===== config.mk =====
export PLATFORM = sky130hd
export DESIGN_NAME = kbv_queue
export DESIGN_NICKNAME = d
export VERILOG_FILES = /design/src/sv/kbv_pkg.sv /design/src/sv/kbv_queue.sv
export SDC_FILE = /design/constraint.sdc
export NUM_CORES = 1
export LEC_CHECK = 0
export ABC_AREA = 1
export BUFFER_PORTS_ARGS = -buffer_cell sky130_fd_sc_hd__buf_2
export CAP_MARGIN = 25
export CORE_ASPECT_RATIO = 1.5
export CORE_UTILIZATION = 40
export CTS_CLUSTER_DIAMETER = 40
export DETAILED_ROUTE_END_ITERATION = 12
export PLACE_DENSITY = 0.62
export SETUP_SLACK_MARGIN = 0.4
export SLEW_MARGIN = 20
export SYNTH_ARGS = -nofsm -noshare
export SYNTH_HDL_FRONTEND = slang
export SYNTH_SLANG_ARGS = --single-unit

===== constraint.sdc =====
create_clock -name i_clk -period 6.5 [get_ports i_clk]
set_clock_uncertainty 0.2 [all_clocks]
set_input_delay 0.65 -clock i_clk [delete_from_list [all_inputs] [get_ports i_clk]]
set_output_delay 0.65 -clock i_clk [all_outputs]
set_load 0.1 [all_outputs]

===== src/sv/kbv_pkg.sv =====
`timescale 1ns / 1ps
package kbv_pkg;

    localparam int unsigned ROW_DEPTH = 1024;
    localparam int unsigned ADDR_W    = $clog2(ROW_DEPTH);
    localparam int unsigned CAP_W     = 10;
    localparam int unsigned WEIGHT_W  = 10;
    localparam int unsigned VALUE_W   = 16;
    localparam int unsigned BEST_W    = 32;
    localparam logic [CAP_W-1:0] CAP_RESET = 10'd1023;

    // job queue between front and back
    localparam int unsigned Q_DEPTH = 4;
    localparam int unsigned Q_PTR_W = $clog2(Q_DEPTH);

    typedef struct packed {
        logic [WEIGHT_W-1:0] weight;
        logic [VALUE_W-1:0]  value;
        logic                last;
        logic [ADDR_W-1:0]   cap;   // effective capacity at accept time
        logic                skip;  // item heavier than capacity
    } t_job;

endpackage


===== src/sv/kbv_queue.sv =====
`timescale 1ns / 1ps
module kbv_queue import kbv_pkg::*; (
    input  logic i_clk,
    input  logic i_rst_n,
    input  logic i_push,
    input  t_job i_job,
    input  logic i_pop,
    output logic o_full,
    output logic o_empty,
    output t_job o_job
);

    t_job               r_mem [Q_DEPTH];
    logic [Q_PTR_W-1:0] r_wr_ptr;
    logic [Q_PTR_W-1:0] r_rd_ptr;
    logic [Q_PTR_W:0]   r_count;
    logic               w_do_push;
    logic               w_do_pop;

    assign o_full    = r_count == (Q_PTR_W + 1)'(Q_DEPTH);
    assign o_empty   = r_count == '0;
    assign w_do_push = i_push && !o_full;
    assign w_do_pop  = i_pop && !o_empty;
    assign o_job     = r_mem[r_rd_ptr];

    always_ff @(posedge i_clk) begin
        if (w_do_push) begin
            r_mem[r_wr_ptr] <= i_job;
        end
    end

    always_ff @(posedge i_clk) begin
        if (!i_rst_n) begin
            r_wr_ptr <= '0;
            r_rd_ptr <= '0;
            r_count  <= '0;
        end else begin
            if (w_do_push) begin
                r_wr_ptr <= r_wr_ptr + 1'b1;
            end
            if (w_do_pop) begin
                r_rd_ptr <= r_rd_ptr + 1'b1;
            end
            if (w_do_push && !w_do_pop) begin
                r_count <= r_count + 1'b1;
            end else if (w_do_pop && !w_do_push) begin
                r_count <= r_count - 1'b1;
            end
        end
    end

endmodule


---- Word-level counts from Yosys, hierarchy flattened ----
Memory sizes are Yosys's and may differ from the RTL's. A register that Yosys moved wholly into a read port is not among the register bits.
Cells that the tools add are included.
word-level totals
  register bits after elaboration ......... 7
  memory bits (writable) .................. 152
  output and inout port bits .............. 40
  memories kept ........................... 1
cells by class
  add/subtract/negate cells ............... 4
  equal/unequal tests ..................... 1
  muxes and demuxes ....................... 6
  reductions and logical operators ........ 10
memory list
  name   words  width  read ports  clocked after memory_dff  wr ports  RTL line         RTL
  r_mem  4      38     1           1                         1         kbv_queue.sv:13  t_job r_mem [Q_DEPTH];
operator list
  operator                                                            count
  3-bit two-way mux                                                   2
  2-bit by 1-bit adder with 2-bit output, second input constant       2
  1-bit logical AND                                                   4
  1-bit zero test                                                     4
  2-bit two-way mux                                                   2
  3-bit by 1-bit adder with 3-bit output, second input constant       1
  3-bit == test, second input constant                                1
  3-bit zero test                                                     1
  3-bit by 1-bit subtractor with 3-bit output, second input constant  1
  1-bit two-way mux                                                   2
  2-bit nonzero test                                                  1

---- Depth between registers and ports, before layout ----
  depth in word-level cells ............... 7
  gate-level depth with buffers ........... 13
  depth with buffers taken out ............ 13

---- Least setup slack after synthesis ----
OpenSTA, ideal clock, no wires.
  kind .................................... register to output
  start point ............................. reg with a tool-made name
  end point ............................... out o_job[12] (netlist bit)
  arrival time ............................ 2.226 ns
  data required time ...................... 5.650 ns
  setup slack ............................. 3.424 ns
  cell stages (with the launch flop) ...... 6
  path buffers ............................ 2
  cell sequence ........................... dfxtp_1 inv_2 clkbuf_2 buf_2 o21ai_0 o22ai_1
RTL lines
  element           RTL line         RTL
  end: declaration  kbv_queue.sv:10  output t_job o_job

==> results.toml <==
[clock_tree]
numCtsBuffers = 17
cts_resized = 0
clockBufferDepth = 2
post_cts_buffers = 0
insertion_delay_ns = 0.40
clock_sinks = 161
cts_root_buffer = "clkbuf_16"
cts_max_level = 4
cts.clk_slew.worst_paths_ns = 0.06
postCtsHoldBufs = 0
cts_tree = "done"

[detailed_routing]
drt_iter0_drc = 193
via_per_inst = 5.107
drc = 0
vias = 3738
drt-wirelength-per-cell_um = 16.39
firstDrtPassIters = 4
totalWireLength_um = 12000
ant_nets = 0

[worst_setup_path]
path_max_fanout = 39
worstSetupEndpointType = "output port"
cp_data_arrival_time_ns = 2.51
worstSetupStartpointType = "flop"
required_ns = 5.65
critPathKind = "flop to output port"

[yosys]
synth.avg_cell_area_sq_um = 13.99
ys_async_sr_fraction = 0
syn_inst = 438
synth.distinct_cells = 20
synth_edf_count = 152
synth_ff_type = "edfxtp_1"
synth_top_area_share = 0.7449
synth-seq-cells = 161
synthTopCellsByCount = "edfxtp_1 (152), nor2_1 (90), o21ai_0 (69)"
ys_seq_area_frac = 0.7744
synth_top_area_cell = "edfxtp_1"
syn_area_sq_mm = 0.006127
synth_nets = 486
yosysWarningCount = 0
netlist_top_cells_area = "edfxtp_1 (74%), o21ai_0 (5.6%), nor2_1 (5.5%)"
yosysMostFrequentCell = "edfxtp_1"

[power_and_ir_drop]
clock_power_share = 0.268
sw_frac_of_total = 0.4525
p_int_mw = 2.097
cellPowerDensity_mw_per_mm2 = 523.3
power_frac_seq = 0.338
peakVddDrop_v = 0.0003450
power_frac_comb = 0.394
power_leakage_nw = 2.617
switching_power_mw = 1.733

[sta]
fin_tns_setup_ns = 0
slew_viol_final = 0
tightestPinTransition_ns = 0.7567
setup_ws_ns = 3.144
min_period_ns = 3.356
relSlewSlack = 0.4956
setup_violations = 0
fmaxAchievable_ghz = 0.2980
rsz0062_at_grt = "false"
holdWs_ns = 0.2526
hold_violations = 0
fin_crit_sh = 0.5163

[place]
io_buffers = 81
place.gp.congestion = 0.7804
dp_hpwl_um = 6568
dp.cells = 700
pre_cts_ws_ns = 3.570
placed_area_sq_mm = 0.006696

[outcome]
status = "completed"

[global_route]
antenna_found_initial = 1
grt-ovfl-total = 0
first_global_vias = 3845
track_usage = 0.1625
grt_max_degree = 77
grt_pass1_wl_um = 18970

[final_layout]
drive_gt1_frac = 0.2350
n_fill_cell = 1351
fin_area_sq_mm = 0.007318
num-nets-final = 568
syn_to_final_growth_pct = 19.44
fin_cells = 732

[floorplanning]
fp.coreArea_sq_mm = 0.01500
io_pins = 82
start_util = 0.4084
fp.dieW_um = 103.1
dieArea_sq_mm = 0.01583
fp.dieH_um = 153.6
row_count = 55

[flow_run]
maxCapViolations = 0

[hold_path]
hold_class = "input pin to flop"
-- layer usage --
metal	track usage	wire length (um)	vias up	share of wire
met3	0.04864	630	24	0.052
met2	0.2765	6258	91	0.52
li1	-	-	1774	-
met1	0.1818	4807	1849	0.40
met5	0	0	-	0
met4	0.08048	305	0	0.025
-- cell families after synthesis --
family	count (synthesis)	synth area share
AO/OA/AOI/OAI	118	0.1041
flip-flops	161	0.7744
AND/OR/NAND/NOR	110	0.06882
buffers and inverters	42	0.03778
adder cells (fa/ha/maj)	6	0.01348
XOR/XNOR	1	0.001430
-- sequential cells by signal, summed over array words and instances, names as in the netlist, named ones only --
register,flops
r_mem,152
r_count,3
r_rd_ptr,2
r_wr_ptr,2
-- path summary, 6_finish.rpt --
path,from,endpoint,slack [ns],depth (start not counted)
worst max-delay path,flop,o_job[25],3.14,5
worst min-delay path,i_job[29],r_mem[3][29],0.25,1
worst max register to register,r_count[0],r_count[1],4.09,9
worst min register to register,r_rd_ptr[0],r_rd_ptr[0],0.32,2
-- worst max-delay path: stages, from the launching register on --
cell and delay, ns:
dfxtp_1 0.30, buf_4 0.27, inv_2 0.58, o21ai_0 0.21, o22ai_1 0.25, buf_2 0.48
-- cell type report --
type	count	area [sq um]	share of cell area
sequential	161	4746	0.6485
tap	199	249.0	0.03402
timing repair buffer	87	450.4	0.06155
multi-input combinational	235	1181	0.1614
clock buffer	17	425.4	0.05813
clock inverter	14	193.9	0.02650
inverter	18	70.07	0.009574
antenna	1	2.502	0.0003419
-- metrics by stage --
step	util	power [mW]
after floorplan	-	2.595
after global routing	0.4878	3.980
after CTS	0.4877	3.860
final	0.4878	3.829
after detailed placement	0.4464	2.837
after global placement	0.4462	2.817
-- power by group through the flow --
stage | Combinational, mW | Clock, mW | Sequential (mW)
after floorplan | 1.28 | 0 | 1.31
after global placement | 1.51 | 0 | 1.31
after detailed placement | 1.52 | 0 | 1.32
after CTS | 1.52 | 1.04 | 1.29
after global routing | 1.59 | 1.08 | 1.31
final | 1.51 | 1.02 | 1.29
-- cells in the final DEF (no fill, tap or decap), drive strengths merged --
cell type | Yosys | layout
bufinv | 0 | 3
inv | 18 | 26
clkbuf | 9 | 17
nand3b | 1 | 1
ha | 5 | 5
fa | 1 | 1
nor2 | 90 | 90
buf | 15 | 87
clkinv | 0 | 1
a21oi | 3 | 3
xor2 | 1 | 1
clkinvlp | 0 | 2
nand3 | 4 | 4
nand2 | 15 | 15
o22ai | 38 | 38
o21ai | 77 | 77
edfxtp | 152 | 152
dfxtp | 9 | 9
diode | 0 | 1
Note: power is estimated with default switching activity, not from simulation.
