===== src/sv/kbv_pkg.sv =====
`timescale 1ns / 1ps
package kbv_pkg;

    localparam int unsigned ROW_DEPTH = 1024;
    localparam int unsigned ADDR_W    = $clog2(ROW_DEPTH);
    localparam int unsigned CAP_W     = 10;
    localparam int unsigned WEIGHT_W  = 10;
    localparam int unsigned VALUE_W   = 16;
    localparam int unsigned BEST_W    = 32;
    localparam logic [CAP_W-1:0] CAP_RESET = 10'd1023;

    // job queue between front and back
    localparam int unsigned Q_DEPTH = 4;
    localparam int unsigned Q_PTR_W = $clog2(Q_DEPTH);

    typedef struct packed {
        logic [WEIGHT_W-1:0] weight;
        logic [VALUE_W-1:0]  value;
        logic                last;
        logic [ADDR_W-1:0]   cap;   // effective capacity at accept time
        logic                skip;  // item heavier than capacity
    } t_job;

endpackage


===== src/sv/kbv_if.sv =====
`timescale 1ns / 1ps
interface kbv_in_if import kbv_pkg::*; ();
    logic                valid;
    logic                ready;
    logic [WEIGHT_W-1:0] item_weight;
    logic [VALUE_W-1:0]  item_value;
    logic                last_item;

    modport source (output valid, output item_weight, output item_value,
                    output last_item, input ready);
    modport sink   (input valid, input item_weight, input item_value,
                    input last_item, output ready);
endinterface



===== src/sv/kbv_front.sv =====
`timescale 1ns / 1ps
module kbv_front import kbv_pkg::*; (
    input  logic             i_clk,
    input  logic             i_rst_n,
    kbv_in_if.sink           i_item,
    input  logic             i_cfg_we,
    input  logic [CAP_W-1:0] i_cfg_wdata,
    input  logic             i_q_full,
    input  logic             i_boot,
    output logic             o_push,
    output t_job             o_job
);

    logic [CAP_W-1:0]  r_capacity;
    logic [ADDR_W-1:0] w_eff_cap;

    always_ff @(posedge i_clk) begin
        if (!i_rst_n) begin
            r_capacity <= CAP_RESET;
        end else if (i_cfg_we) begin
            r_capacity <= i_cfg_wdata;
        end
    end

    // clamp capacity to the row
    always_comb begin
        if (32'(r_capacity) > 32'(ROW_DEPTH - 1)) begin
            w_eff_cap = ADDR_W'(ROW_DEPTH - 1);
        end else begin
            w_eff_cap = ADDR_W'(r_capacity);
        end
    end

    assign i_item.ready = !i_q_full && !i_boot;
    assign o_push       = i_item.valid && i_item.ready;

    always_comb begin
        o_job.weight = i_item.item_weight;
        o_job.value  = i_item.item_value;
        o_job.last   = i_item.last_item;
        o_job.cap    = w_eff_cap;
        o_job.skip   = 32'(i_item.item_weight) > 32'(w_eff_cap);
    end

endmodule


===== src/flat_wrapper.sv =====
// flat-port wrapper written by rule: the top's interface ports become plain ports
module kbv_front_flat import kbv_pkg::*;
  (i_clk, i_rst_n, i_cfg_we, i_cfg_wdata, i_q_full, i_boot, o_push, o_job, i_item_valid, i_item_item_weight, i_item_item_value, i_item_last_item, i_item_ready);
  kbv_in_if i_item_i ();
  input  logic i_clk;
  input  logic i_rst_n;
  input  logic i_cfg_we;
  input  logic [CAP_W-1:0] i_cfg_wdata;
  input  logic i_q_full;
  input  logic i_boot;
  output logic o_push;
  output t_job o_job;
  input wire logic [$bits(i_item_i.valid)-1:0] i_item_valid;
  input wire logic [$bits(i_item_i.item_weight)-1:0] i_item_item_weight;
  input wire logic [$bits(i_item_i.item_value)-1:0] i_item_item_value;
  input wire logic [$bits(i_item_i.last_item)-1:0] i_item_last_item;
  output wire logic [$bits(i_item_i.ready)-1:0] i_item_ready;
  assign i_item_i.valid = i_item_valid;
  assign i_item_i.item_weight = i_item_item_weight;
  assign i_item_i.item_value = i_item_item_value;
  assign i_item_i.last_item = i_item_last_item;
  assign i_item_ready = i_item_i.ready;
  kbv_front u_core (.i_clk(i_clk), .i_rst_n(i_rst_n), .i_item(i_item_i), .i_cfg_we(i_cfg_we), .i_cfg_wdata(i_cfg_wdata), .i_q_full(i_q_full), .i_boot(i_boot), .o_push(o_push), .o_job(o_job));
endmodule

===== config.mk =====
export PLATFORM = sky130hd
export DESIGN_NAME = kbv_front_flat
export DESIGN_NICKNAME = d
export VERILOG_FILES = /design/src/sv/kbv_pkg.sv /design/src/sv/kbv_if.sv /design/src/sv/kbv_front.sv /design/src/flat_wrapper.sv
export SDC_FILE = /design/constraint.sdc
export NUM_CORES = 1
export LEC_CHECK = 0
export ABC_CLOCK_PERIOD_IN_PS = 1800
export BUFFER_PORTS_ARGS = -buffer_cell sky130_fd_sc_hd__buf_2
export CAP_MARGIN = 10
export CORE_MARGIN = 2
export CORE_UTILIZATION = 34
export CTS_CLUSTER_SIZE = 20
export DETAILED_ROUTE_END_ITERATION = 8
export PLACE_DENSITY = 0.83
export SYNTH_ARGS = -nofsm -noshare
export SYNTH_HDL_FRONTEND = slang
export SYNTH_SLANG_ARGS = --single-unit

===== constraint.sdc =====
create_clock -name i_clk -period 1.8 [get_ports i_clk]
set_input_delay 0.36 -clock i_clk [delete_from_list [all_inputs] [get_ports i_clk]]
set_output_delay 0.36 -clock i_clk [all_outputs]
set_load 0.05 [all_outputs]

# Word-level counts from Yosys, hierarchy flattened

Index checks and enable logic that the tools add are counted.

Input bits: 43
Logic and storage cells: 6
Output and inout bits: 40
ROM bits: 0
Memories kept: 0
Bits in writable memories: 0
Latch bits: 0
Bits in registers: 10

Reduce and logical (&&, ||, !) cells: 4
Multiplexer cells: 0
Bitwise logic cells: 0
Div/mod/pow operators: 0
Add/subtract/negate cells: 0
$mul: 0
$lt $le $gt $ge: 1
Shift operators: 0
Equality and inequality tests: 0

Operators with widths:

| cell                | count |
|---|---|
| > comparator 10 bit | 1 |
| logical AND 1 bit   | 2 |
| zero test 1 bit     | 2 |

# Logic depth before layout (Yosys ltp)

Depth after elaboration: 3
Depth in mapped cells: 6
Mapped depth without buffers: 6

# Worst setup path before layout

OpenSTA, ideal clock, no wires.

Kind: register to output
From: register u_core.r_capacity[7]
To: output port o_job[0] in the netlist's numbering
Arrival time: 1.870 ns
Setup slack: -0.430 ns
Cell stages (with the launch flop): 6
Path through: dfxtp_1 -> inv_1 -> ha_1 -> a211oi_2 -> nor2_1 -> o41a_1

RTL lines:

| element                | RTL line           | source |
|---|---|---|
| from (decl)            | kbv_front.sv:14    | `logic [CAP_W-1:0] r_capacity;` |
| from (signal assigned) | kbv_front.sv:21    | `r_capacity <= i_cfg_wdata;` |
| to (decl)              | flat_wrapper.sv:12 | `output t_job o_job;` |

==> metrics.md <==
| Metric | Value |
|---|---|
| Status | finished with violations |
| Failing checks | negative setup slack |
| Die Height | 52.3 um |
| Syn_area_per_cell | 8.19 um^2 |
| Synth warnings | 0 |
| R2R Path Start | u_core.r_capacity[1] |
| Post-DRT Antenna Nets | 0 |
| Met2 global-route usage | 20.6% |
| CP Max Fanout | 2 |
| Die Area | 2740 um^2 |
| Leak | 0.000538 uW |
| Initial Util | 35.9% |
| Die Wd | 52.3 um |
| RSZ-0062 raised after global routing | true |
| Slowest CP cell | o41a_4 |
| Mapped Cells | 97 |
| Layout area overhead | 28.8% |
| Max VDD drop | 360 uV |
| Seq/Total Area, Yosys | 25.2% |
| Final Max Tran Viols | 0 |
| Top delay family on crit path | compound AO/OA/AOI/OAI gates |
| M3 GR Usage | 5.14% |
| Port Buffers | 48 |
| Most Crowded Layer GR | met2 |
| Netlist cell types | 19 |
| Max FFs per register | 10 |
| DRT Wirelength | 1740 um |
| Top Ports | 83 |
| GR Layer Usage met1 | 16.6% |
| WS Path Type | register to primary output |
| Post-synth EDFFs | 0 |
| CTS H-Tree Depth | 1 |
| CP bufs+invs | 2 |
| Clock Skew | 0 ns |
| Clock sinks | 10 |
| Hold Crit Class | input port to register |
| Initial antenna violation count | 0 |
| Synthesis-stage register bit count | 10 |
| Pwr dens | 688 nW/um^2 |
| Register clock-pin slew on the reported worst setup and hold paths | 0.07 ns |
| Setup-failing EPs final | 1 |
| Top flop regs | u_core.r_capacity x10 |
| Row count | 17 |
| Fin crit share | 116% |
| Worst Setup End Kind | primary output |
| Combinational Power Share | 41.5% |
| Async SR Flop Fraction | 0% |
| Gr usage total | 13.8% |
| Critical Path Start | u_core.r_capacity[8] |
| Fin nets | 179 |
| Sequential power share | 34.9% |
| Routability cong. | 0.707 |
| Max frequency | 478 MHz |
| Share of cells above drive strength 1 | 61.6% |
| Maximum buffer depth of the clock tree | 2 |
| Grt ovf | 0 |
| Clock latency on the worst-skew pair | 0.27 ns |
| Setup_tns | -0.291 ns |
| DR iter-0 viols | 6 |
| Power share of the clock group | 23.6% |
| Vias in the first global route | 652 |
| Post-Syn Area | 795 um^2 |
| Core Area | 2210 um^2 |
| Wire per inst | 11.4 um |
| Switching part of the total power | 39.6% |
| Worst Path Required | 1.44 ns |
| Vias per cell | 4.60 |
| DPL Wire Length | 1420 um |
| Worst slew pin tran | 0.327 ns |
| Post CTS Setup Buffer Count | 0 |
| WP data arrival | 1.73 ns |
| Internal cell power | 425 uW |
| NetSw | 279 uW |
| Rel. slew slack | 78.2% |
| ANT cells | 0 |
| Syn_nets | 150 |
| Max Cap Viol | 0 |
| Min cycle time layout | 2.09 ns |
| Final cell count without fillers | 153 |
| Synth Flop Type | dfxtp_1 |
| Crit path largest cell delay | 0.47 ns |
| Drt first pass iters | 2 |
| Hold_buf cts | 0 |
| DRC | 0 |
| Largest net degree at the start of global routing | 20 |
| Global-route wire length before repair | 2770 um |
| Clock tree root driver cell | clkbuf_4 |
| Placed cell count | 149 |
| Most flop-heavy register | u_core.r_capacity |
| Final WS setup | -0.291 ns |
| Routed vias | 704 |
| Hold wc startpoint | i_cfg_wdata[2] |
| Hold Vio Cnt, Final | 0 |
| TritonCTS clock tree | done |
| Type of origin of the critical path | register |
| CP cell instances | inv_2 > ha_2 > o21ai_1 > nor2_1 > o41a_4 > buf_8 |
| Num CTS Buffers | 3 |
[Yosys cell counts (2+ instances only)]
library cell / count / share of area (%)
nand4_1: 2 / 1.6
buf_4: 27 / 26
nand2_1: 10 / 4.7
inv_1: 11 / 5.2
o211ai_1: 9 / 8.5
ha_1: 10 / 16
buf_2: 2 / 1.3
dfxtp_1: 10 / 25
nand3_1: 2 / 1.3
a21oi_1: 3 / 1.9
nor2_1: 3 / 1.4
[worst min-delay path, cell delays in order]
cell	delay [ns]
buf_2	0.07
nand2_1	0.04
o211ai_1	0.06
[cells by family (layout without fill, tap and decap cells)]
kind of cell / count (synthesis) / after routing / share of synthesized area (%)
flops: 10 / 10 / 25.2
compound gates: 16 / 16 / 15.0
buf+inv: 41 / 69 / 32.4
mux: 1 / 1 / 1.26
simple gates: 19 / 19 / 10.4
fa+ha+maj: 10 / 10 / 15.7
[layer usage]
layer	up-vias	share of wire, %
met5	-	0
met4	0	2.3
met3	8	11
met2	43	49
met1	301	38
li1	352	-
[final cells by class]
class,instances,area [um^2]
Inverter,11,43.8
Timing Repair Buffer,54,295
Tap cell,28,35.0
Clock buffer,4,26.3
Sequential cell,10,216
Fill cell,226,1190
Multi-Input combinational cell,46,407
[path summary, 6_finish.rpt]
kind                                             end  slack [ns]  cells after the start
worst max-delay path                        o_job[0]       -0.29                      6
worst min-delay path            u_core.r_capacity[2]        0.31                      3
worst max register to register  u_core.r_capacity[1]        1.05                      3
worst min register to register  u_core.r_capacity[2]        0.50                      2
[layout by cell type (no fill, tap or decap)]
master,Yosys,layout
clkbuf_4,0,3
inv_4,0,1
ha_4,0,4
dfxtp_1,10,1
inv_1,11,9
ha_1,10,5
nor2_1,3,2
inv_2,0,1
buf_4,27,6
nor2_2,0,1
a21oi_1,3,3
o41a_4,0,1
a211oi_2,1,1
mux2i_1,1,1
dfxtp_2,0,7
clkbuf_1,0,1
o21ai_1,0,1
buf_2,2,47
nand3_1,2,2
nand4_1,2,2
ha_2,0,1
nor3_2,0,1
buf_8,0,1
o211ai_1,9,9
a21o_1,1,1
dfxtp_4,0,2
and2_1,1,1
nand2_1,10,10
[per-stage QoR]
stage / area [um^2] / total power (uW) / hold WS, ns / util [%] / setup WS [ns]
finish: 1020 / 704 / 0.308 / 46.3 / -0.291
detailed placement: 927 / 522 / 0.491 / 41.9 / -0.266
floorplan: 823 / 555 / 0.486 / - / -0.132
global route: 1020 / 751 / 0.299 / 46.3 / -0.381
global placement: 927 / 515 / 0.483 / 41.9 / -0.246
CTS: 1020 / 713 / 0.304 / 46.3 / -0.300
[power groups by stage]
stage | clock network, uW | registers [uW] | logic, uW
after detailed placement | 0 | 250 | 272
after global placement | 0 | 249 | 266
final | 166 | 246 | 292
after global routing | 189 | 248 | 315
after floorplan | 0 | 304 | 251
after CTS | 172 | 246 | 295
[timing repair]
item                       CTS  global route
pin swaps                    3             0
resized for setup           13             0
setup endpoints to repair    1             1
Power figures use the tool's default switching activity.
